==> src/rtl/core/sfd_pkg.sv <==
// shared types and constants of the stuffed frame receive deframer
// no dependencies

package sfd_pkg;

   localparam int BYTE_WIDTH  = 8;
   localparam int KIND_WIDTH  = 2;
   localparam int LEN_WIDTH   = 16;
   localparam int COUNT_WIDTH = 16;
   localparam int CSR_IDX_WIDTH = 2;

   localparam logic [BYTE_WIDTH-1:0] FLAG_BYTE = 8'h7e;
   localparam logic [BYTE_WIDTH-1:0] ESC_BYTE  = 8'h7d;
   localparam logic [BYTE_WIDTH-1:0] STUFF_FLAG_CODE = 8'h5e;
   localparam logic [BYTE_WIDTH-1:0] ESC_ESC   = 8'h5d;

   localparam logic [LEN_WIDTH-1:0] LEN_MAX = '1;

   localparam logic [BYTE_WIDTH-1:0] ADDRESS_RESET  = 8'd3;
   localparam logic [BYTE_WIDTH-1:0] CTRL_ZERO_RESET = 8'd0;
   localparam logic [BYTE_WIDTH-1:0] CTRL_ONE_RESET  = 8'd64;

   typedef enum logic [CSR_IDX_WIDTH-1:0] {
      CSR_ADDRESS   = 2'd0,
      CSR_CTRL_ZERO = 2'd1,
      CSR_CTRL_ONE  = 2'd2
   } csr_index_type;

   typedef enum logic [KIND_WIDTH-1:0] {
      KIND_PAYLOAD = 2'd0,
      KIND_GOOD    = 2'd1,
      KIND_REJECT  = 2'd2,
      KIND_ESC_ERR = 2'd3
   } kind_type;

   typedef enum logic [5:0] {
      ST_WAIT = 6'b000001,
      ST_ADDR = 6'b000010,
      ST_CTRL = 6'b000100,
      ST_HCHK = 6'b001000,
      ST_DATA = 6'b010000,
      ST_ESC  = 6'b100000
   } hunt_type;

endpackage

==> src/rtl/core/sfd_if.sv <==
// request and response channel interfaces of the deframer
// depends on sfd_pkg

interface sfd_req_if;
   logic                          valid;
   logic                          ready;
   logic [sfd_pkg::BYTE_WIDTH-1:0] rx_byte;

   modport source (output valid, output rx_byte, input ready);
   modport sink (input valid, input rx_byte, output ready);
endinterface

interface sfd_rsp_if;
   logic                          valid;
   logic                          ready;
   logic [sfd_pkg::KIND_WIDTH-1:0] result_kind;
   logic [sfd_pkg::BYTE_WIDTH-1:0] payload_byte;
   logic                          next_seq;
   logic [sfd_pkg::LEN_WIDTH-1:0]  frame_length;

   modport source (output valid, output result_kind, output payload_byte,
                   output next_seq, output frame_length, input ready);
   modport sink (input valid, input result_kind, input payload_byte,
                 input next_seq, input frame_length, output ready);
endinterface

==> src/rtl/core/stuffed_frame_receive_deframer_core.sv <==
// top level of the stuffed frame receive deframer: header hunt, destuffing,
// xor check and verdict; depends on sfd_pkg and sfd_if
//
// channel   dir  handshake        payload
// req_ch    in   valid / ready    rx_byte
// rsp_ch    out  valid / ready    result_kind, payload_byte, next_seq, frame_length
// csr_*     in   csr_write_en     csr_index, csr_wdata
//
// one byte per cycle sustained while rsp ready is high: a byte is registered, then the
// one-pass state update writes the result register once the input register advances
// the result register frees on rsp ready; the input register holds only while it stalls
// synchronous active-high reset returns the hunt to waiting for a flag and
// loads the register reset values

module stuffed_frame_receive_deframer_core (
   input  logic                              clock,
   input  logic                              reset,
   sfd_req_if.sink                           req_ch,
   sfd_rsp_if.source                         rsp_ch,
   input  logic                              csr_write_en,
   input  logic [sfd_pkg::CSR_IDX_WIDTH-1:0] csr_index,
   input  logic [sfd_pkg::BYTE_WIDTH-1:0]    csr_wdata
);

   logic [sfd_pkg::BYTE_WIDTH-1:0] address_ff;
   logic [sfd_pkg::BYTE_WIDTH-1:0] ctrl_zero_ff;
   logic [sfd_pkg::BYTE_WIDTH-1:0] ctrl_one_ff;

   logic                           s1_valid_ff, s1_valid_in;
   logic [sfd_pkg::BYTE_WIDTH-1:0] s1_byte_ff;
   logic                           s1_advance;

   sfd_pkg::hunt_type              state_ff, state_in;
   logic [sfd_pkg::BYTE_WIDTH-1:0] control_ff, control_in;
   logic                           seq_ff, seq_in;
   logic [sfd_pkg::BYTE_WIDTH-1:0] held_ff, held_in;
   logic                           held_valid_ff, held_valid_in;
   logic [sfd_pkg::BYTE_WIDTH-1:0] xor_ff, xor_in;
   logic [sfd_pkg::COUNT_WIDTH-1:0] count_ff, count_in;

   logic                           res_valid;
   sfd_pkg::kind_type              res_kind;
   logic [sfd_pkg::BYTE_WIDTH-1:0] res_byte;
   logic                           res_seq;
   logic [sfd_pkg::LEN_WIDTH-1:0]  res_len;
   logic                           take;
   logic [sfd_pkg::BYTE_WIDTH-1:0] take_byte;
   logic [sfd_pkg::COUNT_WIDTH-1:0] len_full;
   logic                           load_out;

   logic                           out_valid_ff, out_valid_in;
   sfd_pkg::kind_type              out_kind_ff;
   logic [sfd_pkg::BYTE_WIDTH-1:0] out_byte_ff;
   logic                           out_seq_ff;
   logic [sfd_pkg::LEN_WIDTH-1:0]  out_len_ff;

   // configuration registers
   always_ff @(posedge clock) begin
      if (reset) begin
         address_ff   <= sfd_pkg::ADDRESS_RESET;
         ctrl_zero_ff <= sfd_pkg::CTRL_ZERO_RESET;
         ctrl_one_ff  <= sfd_pkg::CTRL_ONE_RESET;
      end else if (csr_write_en) begin
         case (csr_index)
            sfd_pkg::CSR_ADDRESS:   address_ff   <= csr_wdata;
            sfd_pkg::CSR_CTRL_ZERO: ctrl_zero_ff <= csr_wdata;
            sfd_pkg::CSR_CTRL_ONE:  ctrl_one_ff  <= csr_wdata;
            default: ;
         endcase
      end
   end

   // input register
   assign s1_advance   = s1_valid_ff && (!out_valid_ff || rsp_ch.ready);
   assign req_ch.ready = !s1_valid_ff || s1_advance;
   assign s1_valid_in  = req_ch.valid ? 1'b1 : (s1_advance ? 1'b0 : s1_valid_ff);

   always_ff @(posedge clock) begin
      if (reset) begin
         s1_valid_ff <= 1'b0;
      end else begin
         s1_valid_ff <= req_ch.ready ? s1_valid_in : s1_valid_ff;
      end
   end

   always_ff @(posedge clock) begin
      if (req_ch.valid && req_ch.ready) begin
         s1_byte_ff <= req_ch.rx_byte;
      end
   end

   assign len_full = count_ff - sfd_pkg::COUNT_WIDTH'(1);

   // one-pass frame state update
   always_comb begin
      state_in      = state_ff;
      control_in    = control_ff;
      seq_in        = seq_ff;
      held_in       = held_ff;
      held_valid_in = held_valid_ff;
      xor_in        = xor_ff;
      count_in      = count_ff;
      res_valid     = 1'b0;
      res_kind      = sfd_pkg::KIND_PAYLOAD;
      res_byte      = '0;
      res_seq       = 1'b0;
      res_len       = '0;
      take          = 1'b0;
      take_byte     = s1_byte_ff;

      case (state_ff)
         sfd_pkg::ST_ADDR: begin
            if (s1_byte_ff == address_ff) begin
               state_in = sfd_pkg::ST_CTRL;
            end else if (s1_byte_ff == sfd_pkg::FLAG_BYTE) begin
               state_in = sfd_pkg::ST_ADDR;
            end else begin
               state_in = sfd_pkg::ST_WAIT;
            end
         end
         sfd_pkg::ST_CTRL: begin
            if (s1_byte_ff == ctrl_zero_ff) begin
               seq_in     = 1'b1;
               control_in = s1_byte_ff;
               state_in   = sfd_pkg::ST_HCHK;
            end else if (s1_byte_ff == ctrl_one_ff) begin
               seq_in     = 1'b0;
               control_in = s1_byte_ff;
               state_in   = sfd_pkg::ST_HCHK;
            end else if (s1_byte_ff == sfd_pkg::FLAG_BYTE) begin
               state_in = sfd_pkg::ST_ADDR;
            end else begin
               state_in = sfd_pkg::ST_WAIT;
            end
         end
         sfd_pkg::ST_HCHK: begin
            if (s1_byte_ff == (address_ff ^ control_ff)) begin
               state_in      = sfd_pkg::ST_DATA;
               held_valid_in = 1'b0;
               held_in       = '0;
               xor_in        = '0;
               count_in      = '0;
            end else begin
               state_in = sfd_pkg::ST_WAIT;
            end
         end
         sfd_pkg::ST_DATA: begin
            if (s1_byte_ff == sfd_pkg::FLAG_BYTE) begin
               state_in      = sfd_pkg::ST_WAIT;
               held_valid_in = 1'b0;
               res_valid     = 1'b1;
               res_seq       = seq_ff;
               if ((count_ff != '0) && (xor_ff == '0)) begin
                  res_kind = sfd_pkg::KIND_GOOD;
                  if (len_full > sfd_pkg::COUNT_WIDTH'(sfd_pkg::LEN_MAX)) begin
                     res_len = sfd_pkg::LEN_MAX;
                  end else begin
                     res_len = sfd_pkg::LEN_WIDTH'(len_full);
                  end
               end else begin
                  res_kind = sfd_pkg::KIND_REJECT;
               end
            end else if (s1_byte_ff == sfd_pkg::ESC_BYTE) begin
               state_in = sfd_pkg::ST_ESC;
            end else begin
               take = 1'b1;
            end
         end
         sfd_pkg::ST_ESC: begin
            if (s1_byte_ff == sfd_pkg::STUFF_FLAG_CODE) begin
               state_in  = sfd_pkg::ST_DATA;
               take      = 1'b1;
               take_byte = sfd_pkg::FLAG_BYTE;
            end else if (s1_byte_ff == sfd_pkg::ESC_ESC) begin
               state_in  = sfd_pkg::ST_DATA;
               take      = 1'b1;
               take_byte = sfd_pkg::ESC_BYTE;
            end else begin
               state_in      = sfd_pkg::ST_WAIT;
               held_valid_in = 1'b0;
               res_valid     = 1'b1;
               res_kind      = sfd_pkg::KIND_ESC_ERR;
               res_seq       = seq_ff;
            end
         end
         default: begin
            state_in = (s1_byte_ff == sfd_pkg::FLAG_BYTE) ? sfd_pkg::ST_ADDR
                                                          : sfd_pkg::ST_WAIT;
         end
      endcase

      // data byte goes through the one-byte hold so the check byte never leaves
      if (take) begin
         if (held_valid_ff) begin
            res_valid = 1'b1;
            res_kind  = sfd_pkg::KIND_PAYLOAD;
            res_byte  = held_ff;
         end
         held_in       = take_byte;
         held_valid_in = 1'b1;
         xor_in        = xor_ff ^ take_byte;
         if (count_ff != '1) begin
            count_in = count_ff + sfd_pkg::COUNT_WIDTH'(1);
         end
      end
   end

   always_ff @(posedge clock) begin
      if (reset) begin
         state_ff      <= sfd_pkg::ST_WAIT;
         control_ff    <= '0;
         seq_ff        <= 1'b0;
         held_ff       <= '0;
         held_valid_ff <= 1'b0;
         xor_ff        <= '0;
         count_ff      <= '0;
      end else if (s1_advance) begin
         state_ff      <= state_in;
         control_ff    <= control_in;
         seq_ff        <= seq_in;
         held_ff       <= held_in;
         held_valid_ff <= held_valid_in;
         xor_ff        <= xor_in;
         count_ff      <= count_in;
      end
   end

   // result register
   assign load_out     = s1_advance && res_valid;
   assign out_valid_in = load_out ? 1'b1 : (rsp_ch.ready ? 1'b0 : out_valid_ff);

   always_ff @(posedge clock) begin
      if (reset) begin
         out_valid_ff <= 1'b0;
      end else begin
         out_valid_ff <= out_valid_in;
      end
   end

   always_ff @(posedge clock) begin
      if (load_out) begin
         out_kind_ff <= res_kind;
         out_byte_ff <= res_byte;
         out_seq_ff  <= res_seq;
         out_len_ff  <= res_len;
      end
   end

   assign rsp_ch.valid        = out_valid_ff;
   assign rsp_ch.result_kind  = out_kind_ff;
   assign rsp_ch.payload_byte = out_byte_ff;
   assign rsp_ch.next_seq     = out_seq_ff;
   assign rsp_ch.frame_length = out_len_ff;

`ifndef ASSERT_OFF
   // a verdict or escape error ends the frame and drops the held byte
   a_verdict_ends_frame: assert property (@(posedge clock) disable iff (reset)
      load_out && (res_kind != sfd_pkg::KIND_PAYLOAD)
      |=> (state_ff == sfd_pkg::ST_WAIT) && !held_valid_ff)
      else $error("frame not closed after verdict");

   // a payload request only leaves while a byte was held
   a_payload_needs_hold: assert property (@(posedge clock) disable iff (reset)
      load_out && (res_kind == sfd_pkg::KIND_PAYLOAD) |-> held_valid_ff && take)
      else $error("payload request without held byte");

   // input stalls only behind a stalled full result register
   a_stall_cause: assert property (@(posedge clock) disable iff (reset)
      !req_ch.ready |-> s1_valid_ff && out_valid_ff && !rsp_ch.ready)
      else $error("input stalled without cause");

   // a good verdict always follows at least one counted data byte
   a_good_has_bytes: assert property (@(posedge clock) disable iff (reset)
      load_out && (res_kind == sfd_pkg::KIND_GOOD) |-> (count_ff != '0) && (xor_ff == '0))
      else $error("good verdict on empty or failed frame");
`endif

endmodule
==> src/flat_wrapper.sv <==
// flat-port wrapper written by rule: the top's interface ports become plain ports
module stuffed_frame_receive_deframer_core_flat 
  (clock, reset, csr_write_en, csr_index, csr_wdata, req_ch_valid, req_ch_rx_byte, req_ch_ready, rsp_ch_valid, rsp_ch_result_kind, rsp_ch_payload_byte, rsp_ch_next_seq, rsp_ch_frame_length, rsp_ch_ready);
  sfd_req_if req_ch_i ();
  sfd_rsp_if rsp_ch_i ();
  input  logic clock;
  input  logic reset;
  input  logic csr_write_en;
  input  logic [sfd_pkg::CSR_IDX_WIDTH-1:0] csr_index;
  input  logic [sfd_pkg::BYTE_WIDTH-1:0] csr_wdata;
  input wire logic [$bits(req_ch_i.valid)-1:0] req_ch_valid;
  input wire logic [$bits(req_ch_i.rx_byte)-1:0] req_ch_rx_byte;
  output wire logic [$bits(req_ch_i.ready)-1:0] req_ch_ready;
  output wire logic [$bits(rsp_ch_i.valid)-1:0] rsp_ch_valid;
  output wire logic [$bits(rsp_ch_i.result_kind)-1:0] rsp_ch_result_kind;
  output wire logic [$bits(rsp_ch_i.payload_byte)-1:0] rsp_ch_payload_byte;
  output wire logic [$bits(rsp_ch_i.next_seq)-1:0] rsp_ch_next_seq;
  output wire logic [$bits(rsp_ch_i.frame_length)-1:0] rsp_ch_frame_length;
  input wire logic [$bits(rsp_ch_i.ready)-1:0] rsp_ch_ready;
  assign req_ch_i.valid = req_ch_valid;
  assign req_ch_i.rx_byte = req_ch_rx_byte;
  assign req_ch_ready = req_ch_i.ready;
  assign rsp_ch_valid = rsp_ch_i.valid;
  assign rsp_ch_result_kind = rsp_ch_i.result_kind;
  assign rsp_ch_payload_byte = rsp_ch_i.payload_byte;
  assign rsp_ch_next_seq = rsp_ch_i.next_seq;
  assign rsp_ch_frame_length = rsp_ch_i.frame_length;
  assign rsp_ch_i.ready = rsp_ch_ready;
  stuffed_frame_receive_deframer_core u_core (.clock(clock), .reset(reset), .req_ch(req_ch_i), .rsp_ch(rsp_ch_i), .csr_write_en(csr_write_en), .csr_index(csr_index), .csr_wdata(csr_wdata));
endmodule
==> config.mk <==
export PLATFORM = sky130hd
export DESIGN_NAME = stuffed_frame_receive_deframer_core_flat
export DESIGN_NICKNAME = d
export VERILOG_FILES = /design/src/rtl/core/sfd_pkg.sv /design/src/rtl/core/sfd_if.sv /design/src/rtl/core/stuffed_frame_receive_deframer_core.sv /design/src/flat_wrapper.sv
export SDC_FILE = /design/constraint.sdc
export NUM_CORES = 1
export LEC_CHECK = 0
export BUFFER_PORTS_ARGS = -buffer_cell sky130_fd_sc_hd__buf_2
export CAP_MARGIN = 20
export CORE_MARGIN = 1.5
export CORE_UTILIZATION = 23
export CTS_BUF_LIST = sky130_fd_sc_hd__clkbuf_8
export DETAILED_ROUTE_END_ITERATION = 16
export PLACE_DENSITY = 0.35
export SLEW_MARGIN = 20
export SYNTH_ARGS = -nofsm -noshare
export SYNTH_HDL_FRONTEND = slang
export SYNTH_SLANG_ARGS = --single-unit
export TNS_END_PERCENT = 5
==> constraint.sdc <==
create_clock -name clock -period 2.6 [get_ports clock]
set_input_delay 0.26 -clock clock [delete_from_list [all_inputs] [get_ports clock]]
set_output_delay 0.26 -clock clock [all_outputs]
set_load 0.02 [all_outputs]
### After elaboration in Yosys (flattened, before gate mapping)

Cells that the tools add are included.

| operators by class | value |
|---|---|
| bitwise operators | 2 |
| reduce and logical (&&, ||, !) cells | 27 |
| add/subtract/negate cells | 2 |
| magnitude comparators | 1 |
| equal/unequal tests | 21 |
| muxes and demuxes | 58 |

Operator list:

| cell | count |
|---|---|
| 2-to-1 mux 16 bit | 5 |
| 2-to-1 mux 8 bit | 9 |
| 2-to-1 mux 6 bit | 6 |
| == test 8 x 7 -> 1 bit (second input constant) | 4 |
| == test 8 bit | 4 |
| one-hot mux 6 bit (5 select lines) | 1 |
| 2-to-1 mux 1 bit | 23 |
| adder 16 x 1 -> 16 bit (second input constant) | 1 |
| > comparator 16 bit (second input constant) | 1 |
| != test 16 bit (second input constant) | 1 |
| nonzero test 16 bit | 1 |
| subtractor 16 x 1 -> 16 bit (second input constant) | 1 |
| XOR 8 bit | 2 |
| 2-to-1 mux 2 bit | 7 |
| AND reduction 2 bit | 6 |
| 2-to-1 mux 5 bit | 2 |
| nonzero test 2 bit | 5 |
| != test 3 x 1 -> 1 bit (second input constant) | 3 |
| AND reduction 3 bit | 3 |
| logical NOT 8 bit | 1 |
| == test 6 x 2 -> 1 bit (second input constant) | 1 |
| == test 6 x 3 -> 1 bit (second input constant) | 1 |
| == test 6 x 4 -> 1 bit (second input constant) | 1 |
| == test 6 x 5 -> 1 bit (second input constant) | 1 |
| other kinds (13) | 21 |

| storage, ports and cells | value |
|---|---|
| logic and storage cells | 128 |
| bits of input ports | 23 |
| output and inout port bits | 29 |
| register bits | 109 |

### Logic depth before layout (Yosys ltp)

| logic depth | value |
|---|---|
| depth in word-level cells | 8 |
| mapped depth | 9 |
| gate-level depth less buffers | 7 |

### Worst setup path before layout

Ideal clock, no wire load.

| path | value |
|---|---|
| path type | reg2reg |
| start point | reg u_core.s1_byte_ff[2] in the netlist's numbering |
| end point | reg u_core.out_len_ff, in the netlist u_core.rsp_ch.frame_length[0] (enable) |
| path slack | -0.237 ns |
| clock period less this slack | 2.837 ns |
| setup time | 0.382 ns |
| stages on the path, launching flop included | 7 |
| data required time | 2.218 ns |
| arrival time | 2.455 ns |
| buffers on the path | 1 |
| cell sequence | edfxtp_1 -> clkbuf_1 -> nand3b_1 -> or4_4 -> a211oi_2 -> o31ai_1 -> inv_1 |

| between the ends | value |
|---|---|
| word-level cells in the longest chain between the ends | 7 |
| elaborated cells on any way between the ends | 16 |
| those cells by class | eq/ne: 4; mux: 11; reduce/logical: 1 |

RTL lines:

| what | line | source |
|---|---|---|
| start, declared | stuffed_frame_receive_deframer_core.sv:30 | `logic [sfd_pkg::BYTE_WIDTH-1:0] s1_byte_ff;` |
| start signal, assigned | stuffed_frame_receive_deframer_core.sv:88 | `s1_byte_ff <= req_ch.rx_byte;` |
| == test 8 x 7 -> 1 bit | stuffed_frame_receive_deframer_core.sv:174 | `end else if (s1_byte_ff == sfd_pkg::ESC_ESC) begin` |
| 2-to-1 mux 1 bit | stuffed_frame_receive_deframer_core.sv:174 |  |
| 2-to-1 mux 1 bit | stuffed_frame_receive_deframer_core.sv:170 | `if (s1_byte_ff == sfd_pkg::STUFF_FLAG_CODE) begin` |
| one-hot mux 1 bit (2 select lines) | stuffed_frame_receive_deframer_core.sv:111 | `case (state_ff)` |
| 2-to-1 mux 1 bit | stuffed_frame_receive_deframer_core.sv:194 | `if (held_valid_ff) begin` |
| 2-to-1 mux 1 bit * | stuffed_frame_receive_deframer_core.sv:193 | `if (take) begin` |
| logical AND 1 bit * | stuffed_frame_receive_deframer_core.sv:229 | `assign load_out = s1_advance && res_valid;` |
| net u_core.load_out | stuffed_frame_receive_deframer_core.sv:49 | `logic load_out;` |
| end signal, assigned | stuffed_frame_receive_deframer_core.sv:245 | `out_len_ff <= res_len;` |
| end, declared | stuffed_frame_receive_deframer_core.sv:55 | `logic [sfd_pkg::LEN_WIDTH-1:0] out_len_ff;` |

Mark *: on every way through the listed nets, which the timed path passes. The rest lies on a longest branch.
A chain may end at the register's enable or synchronous reset.

### Worst setup path in the final report

| path | value |
|---|---|
| start point | reg u_core.state_ff[0] |
| end point | reg u_core.xor_ff[2] in the netlist's numbering |

| between the ends | value |
|---|---|
| word-level cells in the longest chain between the ends | 4 |
| elaborated cells on any way between the ends | 10 |
| those cells by class | eq/ne: 3; mux: 3; bitwise: 1; reduce/logical: 3 |

RTL lines:

| what | line | source |
|---|---|---|
| start, declared | stuffed_frame_receive_deframer_core.sv:33 | `sfd_pkg::hunt_type state_ff, state_in;` |
| start signal, assigned | stuffed_frame_receive_deframer_core.sv:210 | `state_ff <= sfd_pkg::ST_WAIT;` |
| start signal, assigned | stuffed_frame_receive_deframer_core.sv:218 | `state_ff <= state_in;` |
| == test 6 bit / == test 6 x 5 -> 1 bit (equally long branches) | stuffed_frame_receive_deframer_core.sv:111 |  |
| one-hot mux 1 bit (2 select lines) / 2-to-1 mux 8 bit (equally long branches) | stuffed_frame_receive_deframer_core.sv:111 |  |
| nonzero test 2 bit (no source line) / XOR 8 bit (equally long branches) | - |  |
| AND reduction 3 bit (no source line) / 2-to-1 mux 8 bit (equally long branches) | - |  |
| end signal, assigned | stuffed_frame_receive_deframer_core.sv:223 | `xor_ff <= xor_in;` |
| end, declared | stuffed_frame_receive_deframer_core.sv:38 | `logic [sfd_pkg::BYTE_WIDTH-1:0] xor_ff, xor_in;` |

Several ways; a longest one is shown, not always the timed one.

==> run summary <==
Worst setup EP type: register
Area Growth Syn to Fin: 19.2%
Worst-path clk slew: 0.12 ns
Worst-Margin Slew: 0.816 ns
FMAX: 398 MHz
Synth top cells by count: dfxtp_1, nor2_1, clkbuf_1, a21oi_1, nand2_1
Arrival time worst endpoint: 2.79 ns
H-tree depth: 3
Final-report setup violation count: 0
CP Cell Sequence: or4b_4, or4_4, a21o_1, buf_4, a311oi_1, a21oi_1
Status: completed
Antenna violations before repair: 0
Iteration-0 DRC Markers: 405
Remaining global-route overflow: 0
Clock skew: 0.0193 ns
Worst skew pair latency: 0.40 ns
Most frequently used flop master after synthesis: dfxtp_1
Final #Nets: 712
WHS Endpoint: u_core.s1_byte_ff[4]$_DFFE_PP_
Top-Level Pins: 52
Slew Viols, Final: 0
Drt first pass iters: 5
Worst reg2reg startpoint: u_core.state_ff[0]$_SDFFE_PP1P_
Routability cong.: 0.772
Setup ws final: 0.0897 ns
TritonCTS clock tree: built
Worst hold start: req_ch_rx_byte[4]
Worst EP required: 2.88 ns
Synthesized cell area: 5850 sq um
Die H: 163 um
Core Region: 25,100 sq um
Vias post-DR: 5,060
Leading area contributor after synthesis: dfxtp_1
Post-place setup slack: 0.0919 ns
Asr flop ratio synth: 0%
Sequential cell area: 2530 sq um
Starting Density: 23.3%
DRC violations left: 0
Seq cells post-synth: 109
Hold Vio Cnt, Final: 0
Vias in the first global route: 4,973
Area contributors post-synth: dfxtp_1, edfxtp_1, xnor2_1, mux2i_1, nor2_1
Routed Antenna Nets: 0
Antenna cells: 0
Max Cap Violations: 0
Setup TNS: 0 ns
R2r endpoint: u_core.xor_ff[2]$_SDFFE_PP0P_
Avg Inst Size Synth: 9.36 sq um
Die Wd: 163 um
Worst Hold Depth: 1
Fraction of layout cells with a size suffix above 1: 20.5%
CTS root buffer: clkbuf_8
Routed len/inst: 17.8 um
Worst setup startpoint: u_core.state_ff[0]$_SDFFE_PP1P_
Detailed Route WL: 18,100 um
Pin count of the biggest net entering global routing: 40
RSZ-0062 raised after global routing: no
FP Rows: 58
Count leader, synth: dfxtp_1
Syn Nets: 650
Setup CP Type: reg -> reg
R2R setup slack: 0.09 ns
Power Dens Cells: 476 nW/um^2
Via density per instance: 4.95
Worst VDD drop: 0.199 mV
Area share of the largest cell type after synthesis: 25.3%
Count of cell types in the netlist: 60
Clock buffer depth: 2
CTS Sinks: 109
Hold crit path type: in -> reg
Total Power: 3330 uW
Gr usage total: 14.2%
EDFF count, synth: 35
Die area: 26,400 sq um
Fillers: 2,732
Cts bufs inserted: 9
Post-CTS setup buffers: 0
CP peak stage delay: 0.61 ns
Leakage: 0.00263 uW
Crit share post-route: 96.6%
Global-route wire length before repair: 28,900 um
Syn Inst Count: 625
Register area share after synthesis: 43.3%
Fin crit period: 2.51 ns
Worst reg-to-reg path cell count: 6
Fin Hold WS: 0.0346 ns
Slowest-stage cell, CP: or4_4
DP HPWL: 13,000 um
Crit-path max FO: 18
Max-slew headroom: 45.6%
Startpoint Class: register
Multi-input gate area: 3050 sq um
Yosys warns: 0
Buffers on Ports: 51
per-layer routing:
| metal | track usage [%] | vias up | wire [um] | share of wire [%] |
|---|---|---|---|---|
| met3 | 2.50 | 22 | 813 | 4.5 |
| met5 | 0 | - | 0 | 0 |
| li1 | - | 2444 | - | - |
| met2 | 21.1 | 131 | 7820 | 43 |
| met4 | 4.21 | 0 | 264 | 1.5 |
| met1 | 20.8 | 2463 | 9250 | 51 |
what timing repair did:
item                                   CTS  global route
setup endpoints to repair                0             5
endpoints found under the hold margin    0             1
hold buffers                             0             1
gates resized for setup                  0             2
how the worst max path moves through the flow:
stage / endpoint / depth (start not counted)
2_1_floorplan: u_core.rsp_ch.frame_length[0]$_SDFFCE_PN0P_ / 5
3_3_place_gp: u_core.rsp_ch.frame_length[5]$_SDFFCE_PN0P_ / 6
3_5_place_dp: u_core.rsp_ch.frame_length[5]$_SDFFCE_PN0P_ / 6
4_1_cts: u_core.rsp_ch.frame_length[11]$_SDFFCE_PN0P_ / 6
5_1_grt: u_core.xor_ff[1]$_SDFFE_PP0P_ / 6
6_report: u_core.xor_ff[2]$_SDFFE_PP0P_ / 6
area by class of cell:
| type | instances | area share [%] |
|---|---|---|
| clock buffer | 9 | 1.77 |
| timing repair buffer | 109 | 10.5 |
| sequential | 109 | 36.3 |
| multi-input combinational | 446 | 43.7 |
| inverter | 12 | 0.645 |
| clock inverter | 7 | 1.22 |
| tap | 330 | 5.92 |
sequential cells by signal, indices dropped and copies added (netlist names), 2 cells and up:
| signal | cells |
|---|---|
| u_core.xor_ff | 8 |
| u_core.ctrl_zero_ff | 8 |
| u_core.rsp_ch.frame_length | 16 |
| u_core.count_ff | 16 |
| u_core.control_ff | 8 |
| u_core.state_ff | 6 |
| u_core.rsp_ch.result_kind | 2 |
| u_core.ctrl_one_ff | 8 |
| u_core.s1_byte_ff | 8 |
| u_core.address_ff | 8 |
| u_core.held_ff | 8 |
| u_core.rsp_ch.payload_byte | 8 |
logic make-up (layout without fill, tap and decap cells):
kind of cell | after synthesis | in the layout | share of synthesized area, %
flip-flops | 109 | 109 | 43.3
AO/OA/AOI/OAI | 145 | 145 | 16.9
buffers and inverters | 70 | 137 | 5.07
AND/OR/NAND/NOR | 230 | 230 | 21.6
XOR/XNOR | 46 | 46 | 8.76
adder cells (fa/ha/maj) | 2 | 2 | 0.427
multiplexers | 23 | 23 | 3.93
cells in the final DEF (no fill, tap or decap), types with 5 or more instances in the layout:
| cell type | Yosys | routed |
|---|---|---|
| a211oi_1 | 9 | 9 |
| nand2b_1 | 9 | 9 |
| and2_1 | 12 | 12 |
| edfxtp_1 | 35 | 35 |
| or3_1 | 5 | 5 |
| nor4_1 | 17 | 16 |
| a31oi_1 | 18 | 18 |
| mux2i_1 | 23 | 23 |
| nor3b_1 | 5 | 5 |
| xor2_1 | 5 | 5 |
| buf_4 | 2 | 54 |
| clkbuf_8 | 0 | 9 |
| dfxtp_1 | 74 | 74 |
| or4_1 | 10 | 10 |
| nand3_1 | 19 | 19 |
| nand3b_1 | 14 | 14 |
| o221ai_1 | 6 | 6 |
| nand4_1 | 15 | 15 |
| nand4b_1 | 7 | 7 |
| o22ai_1 | 5 | 5 |
| buf_2 | 9 | 51 |
| a311oi_1 | 8 | 7 |
| nand2_1 | 36 | 36 |
| xnor2_1 | 33 | 33 |
| a21boi_0 | 7 | 7 |
| inv_1 | 12 | 11 |
| nor2_1 | 51 | 51 |
| o21ai_0 | 18 | 18 |
| nor3_1 | 12 | 12 |
| xnor3_1 | 8 | 8 |
| a211o_1 | 8 | 8 |
| a21oi_1 | 36 | 36 |
worst max-delay path, delay by kind of cell, from the launching register on:
kind	cells	cell delay (ns)
AO/OA/AOI/OAI	3	0.65
AND/OR/NAND/NOR	2	1.17
flip-flops	1	0.35
buffers and inverters	1	0.21
metrics by stage:
stage                     instance area, sq um  cells  utilization [%]
after floorplan                           5860    625                -
after CTS                                 6960   1021             27.7
final                                     6980   1022             27.8
after global routing                      6980   1022             27.8
after detailed placement                  6750   1005             26.9
after global placement                    6750   1005             26.9
power breakdown:
group / total, uW / internal [uW] / switching, uW
Clock: 1160 / 472 / 687
Sequential: 1840 / 1790 / 53.2
Combinational: 325 / 149 / 176
Total: 3330 / 2410 / 917
(Power assumes the default switching activity.)
